===== config.mk =====
export PLATFORM = sky130hd
export DESIGN_NAME = packed_int4_u8_dot_product
export DESIGN_NICKNAME = d
export VERILOG_FILES = /design/src/hw/rtl/i4dp_pkg.sv /design/src/hw/rtl/i4dp_front.sv /design/src/hw/rtl/i4dp_queue.sv /design/src/hw/rtl/i4dp_back.sv /design/src/hw/rtl/packed_int4_u8_dot_product.sv
export SDC_FILE = /design/constraint.sdc
export NUM_CORES = 1
export LEC_CHECK = 0
export BUFFER_PORTS_ARGS = -buffer_cell sky130_fd_sc_hd__buf_4
export CAP_MARGIN = 15
export CORE_AREA = 8 8 242 151
export DETAILED_ROUTE_END_ITERATION = 8
export DIE_AREA = 0 0 250 159
export GPL_TIMING_DRIVEN = 0
export SLEW_MARGIN = 10
export SYNTH_ARGS = -nofsm -noshare
export SYNTH_HDL_FRONTEND = slang
export SYNTH_HIERARCHICAL = 1
export SYNTH_SLANG_ARGS = --single-unit
export TNS_END_PERCENT = 10

===== constraint.sdc =====
create_clock -name clk -period 3.4 [get_ports clk]
set_input_delay 0.68 -clock clk [delete_from_list [all_inputs] [get_ports clk]]
set_output_delay 0.68 -clock clk [all_outputs]
set_load 0.01 [all_outputs]

===== src/hw/rtl/i4dp_pkg.sv =====
// Shared types, widths and the per-item product function of the dot product block.
// No dependencies.
`default_nettype none

package i4dp_pkg;

    localparam int LANES     = 4;
    localparam int BYTE_W    = 8;
    localparam int NIB_W     = 4;
    localparam int IN_W      = LANES * BYTE_W;
    localparam int ITEM_W    = 15;   // 8 products of 255 * 15 fit in 15 bits
    localparam int SUM_W     = 25;
    localparam int TDATA_IN  = 3 * IN_W;
    localparam int TDATA_OUT = 32;

    localparam logic [SUM_W-1:0] SUM_MAX = {SUM_W{1'b1}};

    localparam int Q_DEPTH = 4;
    localparam int Q_PTR_W = 2;
    localparam int Q_CNT_W = 3;

    typedef struct packed {
        logic              last;
        logic [ITEM_W-1:0] item_sum;
    } i4dp_entry_t;

    // Sum of the eight activation * weight-nibble products of one item.
    function automatic logic [ITEM_W-1:0] item_products(
        input logic [IN_W-1:0] wbytes,
        input logic [IN_W-1:0] act_lo,
        input logic [IN_W-1:0] act_hi
    );
        logic [ITEM_W-1:0] total;
        logic [BYTE_W-1:0] wb;
        total = '0;
        for (int i = 0; i < LANES; i++) begin
            wb = wbytes[i*BYTE_W +: BYTE_W];
            total = total
                  + ITEM_W'(act_lo[i*BYTE_W +: BYTE_W]) * ITEM_W'(wb[NIB_W-1:0])
                  + ITEM_W'(act_hi[i*BYTE_W +: BYTE_W]) * ITEM_W'(wb[BYTE_W-1:NIB_W]);
        end
        return total;
    endfunction

endpackage

`default_nettype wire


===== src/hw/rtl/i4dp_front.sv =====
// Front stage: takes input transfers and registers the item's product sum.
// Depends on i4dp_pkg.
`default_nettype none

module i4dp_front
    import i4dp_pkg::*;
(
    input  wire logic                clk,
    input  wire logic                rst_n,
    input  wire logic                s_axis_tvalid,
    output      logic                s_axis_tready,
    input  wire logic [TDATA_IN-1:0] s_axis_tdata,
    input  wire logic                s_axis_tlast,
    output      logic                q_valid,
    input  wire logic                q_ready,
    output      i4dp_entry_t         q_entry
);

    logic        valid_reg;
    i4dp_entry_t entry_reg;
    logic        take;

    assign s_axis_tready = !valid_reg || q_ready;
    assign take          = s_axis_tvalid && s_axis_tready;
    assign q_valid       = valid_reg;
    assign q_entry       = entry_reg;

    always_ff @(posedge clk or negedge rst_n)
    begin
        if (!rst_n)
        begin
            valid_reg <= 1'b0;
        end
        else if (s_axis_tready)
        begin
            valid_reg <= s_axis_tvalid;
        end
    end

    always_ff @(posedge clk)
    begin
        if (take)
        begin
            entry_reg.last     <= s_axis_tlast;
            entry_reg.item_sum <= item_products(s_axis_tdata[IN_W-1:0],
                                                s_axis_tdata[2*IN_W-1:IN_W],
                                                s_axis_tdata[3*IN_W-1:2*IN_W]);
        end
    end

endmodule

`default_nettype wire


===== src/hw/rtl/i4dp_queue.sv =====
// Short FIFO of item sums between the front and back stages.
// Depends on i4dp_pkg.
`default_nettype none

module i4dp_queue
    import i4dp_pkg::*;
(
    input  wire logic        clk,
    input  wire logic        rst_n,
    input  wire logic        push_valid,
    output      logic        push_ready,
    input  wire i4dp_entry_t push_entry,
    output      logic        pop_valid,
    input  wire logic        pop_ready,
    output      i4dp_entry_t pop_entry
);

    i4dp_entry_t        mem [Q_DEPTH];
    logic [Q_PTR_W-1:0] wr_ptr_reg;
    logic [Q_PTR_W-1:0] rd_ptr_reg;
    logic [Q_CNT_W-1:0] count_reg;
    logic               push;
    logic               pop;

    assign push_ready = (count_reg != Q_CNT_W'(Q_DEPTH));
    assign pop_valid  = (count_reg != '0);
    assign push       = push_valid && push_ready;
    assign pop        = pop_valid && pop_ready;
    assign pop_entry  = mem[rd_ptr_reg];

    always_ff @(posedge clk or negedge rst_n)
    begin
        if (!rst_n)
        begin
            wr_ptr_reg <= '0;
            rd_ptr_reg <= '0;
            count_reg  <= '0;
        end
        else
        begin
            if (push)
            begin
                wr_ptr_reg <= wr_ptr_reg + 1'b1;
            end
            if (pop)
            begin
                rd_ptr_reg <= rd_ptr_reg + 1'b1;
            end
            if (push && !pop)
            begin
                count_reg <= count_reg + 1'b1;
            end
            else if (pop && !push)
            begin
                count_reg <= count_reg - 1'b1;
            end
        end
    end

    always_ff @(posedge clk)
    begin
        if (push)
        begin
            mem[wr_ptr_reg] <= push_entry;
        end
    end

endmodule

`default_nettype wire


===== src/hw/rtl/i4dp_back.sv =====
// Back stage: saturating accumulator and the result register.
// Depends on i4dp_pkg.
`default_nettype none

module i4dp_back
    import i4dp_pkg::*;
(
    input  wire logic                 clk,
    input  wire logic                 rst_n,
    input  wire logic                 q_valid,
    output      logic                 q_ready,
    input  wire i4dp_entry_t          q_entry,
    output      logic                 m_axis_tvalid,
    input  wire logic                 m_axis_tready,
    output      logic [TDATA_OUT-1:0] m_axis_tdata
);

    logic [SUM_W-1:0] acc_reg;
    logic [SUM_W-1:0] acc_next;
    logic             out_valid_reg;
    logic [SUM_W-1:0] out_sum_reg;
    logic [SUM_W:0]   raw_sum;
    logic             pop;
    logic             out_free;

    assign out_free = !out_valid_reg || m_axis_tready;
    // a run-closing entry waits for the result register, others always drain
    assign q_ready  = !q_entry.last || out_free;
    assign pop      = q_valid && q_ready;

    always_comb
    begin
        raw_sum  = {1'b0, acc_reg} + (SUM_W + 1)'(q_entry.item_sum);
        acc_next = raw_sum[SUM_W] ? SUM_MAX : raw_sum[SUM_W-1:0];
    end

    always_ff @(posedge clk or negedge rst_n)
    begin
        if (!rst_n)
        begin
            acc_reg       <= '0;
            out_valid_reg <= 1'b0;
        end
        else
        begin
            if (pop)
            begin
                acc_reg <= q_entry.last ? '0 : acc_next;
            end
            if (pop && q_entry.last)
            begin
                out_valid_reg <= 1'b1;
            end
            else if (m_axis_tready)
            begin
                out_valid_reg <= 1'b0;
            end
        end
    end

    always_ff @(posedge clk)
    begin
        if (pop && q_entry.last)
        begin
            out_sum_reg <= acc_next;
        end
    end

    assign m_axis_tvalid = out_valid_reg;
    assign m_axis_tdata  = {(TDATA_OUT - SUM_W)'(0), out_sum_reg};

endmodule

`default_nettype wire


===== src/hw/rtl/packed_int4_u8_dot_product.sv =====
// Top level of the packed int4 weight x u8 activation dot product.
// The run's last item passes the front register, the queue and the result register.
// One item per cycle unless a last item waits; the accumulator feedback is one add.
// The 4-entry queue lets the input keep flowing while a result waits on the output.
// Reset (rst_n, async, active low) clears the running sum, queue and valid flags.
// Depends on i4dp_pkg, i4dp_front, i4dp_queue, i4dp_back.
`default_nettype none

module packed_int4_u8_dot_product
    import i4dp_pkg::*;
(
    input  wire logic                 clk,
    input  wire logic                 rst_n,
    input  wire logic                 s_axis_tvalid,
    output      logic                 s_axis_tready,
    // [31:0] weight_bytes, [63:32] act_first_half, [95:64] act_second_half
    input  wire logic [TDATA_IN-1:0]  s_axis_tdata,
    input  wire logic                 s_axis_tlast,   // last_of_dot
    output      logic                 m_axis_tvalid,
    input  wire logic                 m_axis_tready,
    // [24:0] dot_sum, [31:25] zero
    output      logic [TDATA_OUT-1:0] m_axis_tdata
);

    logic        fq_valid;
    logic        fq_ready;
    i4dp_entry_t fq_entry;
    logic        qb_valid;
    logic        qb_ready;
    i4dp_entry_t qb_entry;

    i4dp_front u_front (
        .clk           (clk),
        .rst_n         (rst_n),
        .s_axis_tvalid (s_axis_tvalid),
        .s_axis_tready (s_axis_tready),
        .s_axis_tdata  (s_axis_tdata),
        .s_axis_tlast  (s_axis_tlast),
        .q_valid       (fq_valid),
        .q_ready       (fq_ready),
        .q_entry       (fq_entry)
    );

    i4dp_queue u_queue (
        .clk        (clk),
        .rst_n      (rst_n),
        .push_valid (fq_valid),
        .push_ready (fq_ready),
        .push_entry (fq_entry),
        .pop_valid  (qb_valid),
        .pop_ready  (qb_ready),
        .pop_entry  (qb_entry)
    );

    i4dp_back u_back (
        .clk           (clk),
        .rst_n         (rst_n),
        .q_valid       (qb_valid),
        .q_ready       (qb_ready),
        .q_entry       (qb_entry),
        .m_axis_tvalid (m_axis_tvalid),
        .m_axis_tready (m_axis_tready),
        .m_axis_tdata  (m_axis_tdata)
    );

endmodule

`default_nettype wire


==> results <==
- The flow ran to the end, but the final reports show violations.
- The checks that failed: negative setup slack.
- The clock reaches the later pin of the worst-skew pair after 420 ps.
- The number of buffers between clock root and the deepest sink is 2.
- The number of global-route vias before repair was 10090.
- The via count is 9706.
- The detailed-placement wirelength estimate is 30200 um.
- The tightest slew margin relative to the limit is 27.17%.
- Setup repair after global routing could not meet its margin everywhere.
- Counting both buffers and inverters, the worst setup path holds a total of 3.
- The total cell area at the placement stage is 16170 um2.
- The highest layer touched by signal routing is met4.
- In the post-synthesis netlist, the biggest area contributors are fa_1, edfxtp_1, ha_1, inv_1, and2_1.
- The H-tree was split into 4 levels.
- The max-slew violation count is 0.
- STA puts the critical path data arrival time at 6460 ps.
- The async set or reset register ratio after synthesis is 24.46%.
- The number of register bits inferred by synthesis is 139.
- The clock transition at the register clock pins on the worst setup and hold paths after CTS is 60 ps.
- The share of the clock period used by the worst path after layout is 185.4%.
- Counting distinct cell types in the post-synthesis netlist gives 63.
- Counting flops with a built-in enable in the synthesized netlist gives 105.
- Cells with a size suffix above 1 make up 19.37% of the layout.
- The synthesized netlist devotes 39.95% of its cell area to adder and majority cells.
- The overall routing resource usage is 18.23%.
- In the detailed route, the total length drawn on met2 is 14550 um.
- The total iterations of the first detailed-routing run is 4.
- Data on the critical path is required at its endpoint by 3550 ps.
- The setup violation total in the final timing report is 15.
- STA classifies the critical path startpoint as a primary input.
- Leaving out fill and tap cells, the most frequent cells in the layout are inv_1, fa_1, nand2_1.
- The clock sink count is 139.
- Traced cell by cell, the critical path runs through buf_6, and2_4, fa_2, inv_2, fa_2, fa_1, fa_2, fa_1, fa_2, fa_1, fa_1, inv_2, ha_4, nor2b_4, o31a_1, o21ai_2, a211o_1, o311ai_2.
- The die covers 39750 um2.
- By area, the combinational part of the netlist is dominated by adder cells.
- The share of the Yosys chip area taken by registers is 27.42%.
- The worst hold margin is 225.0 ps.
- The primary flip-flop cell chosen by synthesis mapping is edfxtp_1.
- The pin slew with the least headroom to its limit is 1091 ps.
- In this run the tool buffered the top-level ports with 127 buffer cells.
- The routed design has 35870 um of wire.
- The synthesized netlist devotes 1.200% of its cell area to XOR and XNOR gates.
- On the final layout, the worst clock skew is 7.696 ps.
- The achievable frequency is 0.1586 GHz.
- The longest individual stage delay on the worst path is 650 ps.
- The congestion estimate from routability-driven global placement came to 0.8855.
- The number of violations of the max-capacitance limit is 0.
- For this configuration, the core starts out at a cell density of 44.18%.
- The hold buffer count at CTS is 0.
- In this run the worst path has a maximum fanout of 4.
- The maximum number of pins on one net before global-route repair is 35.
- The area growth from synthesis to layout is 18.20%.
- In this run the remaining antenna-violating nets after routing total 0.
- The vias per cell is 5.019.
- The most common library cell in the layout ignoring fill and taps is inv_1.
- After detailed routing, the wire length on met1 is 19130 um.
- 135 I/O pins were placed.
- Dividing the synthesized area by the synthesized cell count gives 10.97 um2.
- The count of endpoints failing hold in the final timing report is 0.
- The number of nets in the layout is 1917.
- The fraction of synthesized cell area taken by the top area cell type is 31.81%.
- The wire length of the first global-routing pass is 57170 um.
- The site row count is 52.
- The total negative setup slack is -33430 ps.
- The worst slack at placement is -3436 ps.
- The number of antenna violations at the first check in global routing is 0.
- The cell area that synthesis handed to floorplanning was 14600 um2.
- The yosys synthesis warning count is 6.
- The clock period minus final worst setup slack is 6305 ps.
- With fillers left out, the area of the finished cells amounts to 17260 um2.
- The worst setup path is captured at a register.
- The fill cell instance count of the final layout is 2928.
- The floorplan die height is 159 um.
- After detailed routing, the average wire length per cell comes to 18.55 um.
- The path class of the tightest hold or removal check is in -> async.
- The cell accounting for the most synthesized area is fa_1.
- The number of antenna diodes in the final layout is 0.
- On the critical path, the stage with the largest delay is an instance of fa_2.
- The number of instances in the synthesized netlist is 1331.
- The clock tree from TritonCTS is yes.
- In this run, CTS created clock tree buffers numbering 17.
- The register with the most flip-flops in the layout has 64 of them.
- In the detailed route, the total length drawn on met3 is 2101 um.
- In the routed design, unresolved DRC markers number 0.
- The cell type group with the largest total delay on the critical path is adder cells.
- The initial DRC count is 574.
- The region available for standard cell placement spans 33050 um2.
- The total overflow reported by the global router is 0.
- The critical path start-end classification is in -> reg.
- The slack of the critical path is -2905 ps.
- The root buffer selected by CTS is clkbuf_16.
- The share of synthesized cell area in and, or, nand and nor gates is 13.67%.
- The share of cell area taken by muxes after synthesis is 3.033%.
- The die span in x is 250 um.
- Summing the areas of all compound-gate instances in the mapped netlist gives 6.786% of the synthesized area.
[logic make-up after synthesis]
| family | after synthesis |
|---|---|
| DFF | 139 |
| muxes | 21 |
| and+or+nand+nor | 389 |
| xor gates and xnor gates | 20 |
| buffers and inverters | 291 |
| AOI/OAI and AO/OA | 143 |
| other | 1 |
| adders and majority gates | 327 |
[worst paths after layout]
| check | startpoint | endpoint | slack, ps | cells after the start |
|---|---|---|---|---|
| hold reg to reg | u_front/q_entry[13] | u_queue/mem[1][13] | 500 | 0 |
| setup / recovery | s_axis_tdata[90] | u_front/q_entry[14] | -2900 | 18 |
| min in group clk | s_axis_tlast | u_front/q_entry[15] | 440 | 1 |
| max in group asynchronous | rst_n | u_back/acc_reg[16] | 2840 | 1 |
| hold / removal | rst_n | u_back/acc_reg[3] | 220 | 1 |
| setup reg to reg | u_queue/rd_ptr_reg[0] | u_back/out_sum_reg[18] | -100 | 13 |
[layer usage]
metal / global-route usage [%] / vias to the layer above
li1: - / 4573
met1: 29.99 / 4902
met2: 24.56 / 221
met3: 4.173 / 10
met4: 1.688 / 0
met5: 0 / -
[final cells by class]
type	count	area (um2)	area share, %
plain buffers	24	177.7	1.029
multi-input cells	907	9842	57.02
clock inverters	15	180.2	1.044
repair buffers	133	1089	6.307
inverters	267	1002	5.806
well taps	432	540.5	3.132
clock buffers	17	425.4	2.465
flip-flops and latches	139	4004	23.20
[per-stage QoR]
step,util (%),cells
after floorplan,-,1337
after global placement,48.92,1896
after detailed placement,48.92,1896
after CTS,51.25,1931
after global routing,52.22,1934
final,52.22,1934
[synth_stat cells, drive strengths merged (8+ instances only)]
cell type	instances
o21ai	26
a22o	11
and2	152
fa	232
a21oi	39
nand2	152
ha	95
a21o	12
a31oi	10
nor3	9
edfxtp	105
nor2	22
clkbuf	8
xnor2	13
dfrtp	34
and3	9
nand2b	9
buf	16
nand3	10
inv	267
mux4	16
[what timing repair did]
| item | in CTS | in global routing |
|---|---|---|
| endpoints found under the setup margin | 36 | 59 |
| endpoints found under the hold margin | 0 | 0 |
| gates cloned | 0 | 0 |
| gates resized for setup | 43 | 79 |
| pin swaps | 33 | 47 |
| buffers inserted | 3 | 3 |
Power is not shown: default switching activity piles up to over one toggle a cycle in this logic, so the estimate is an artifact.
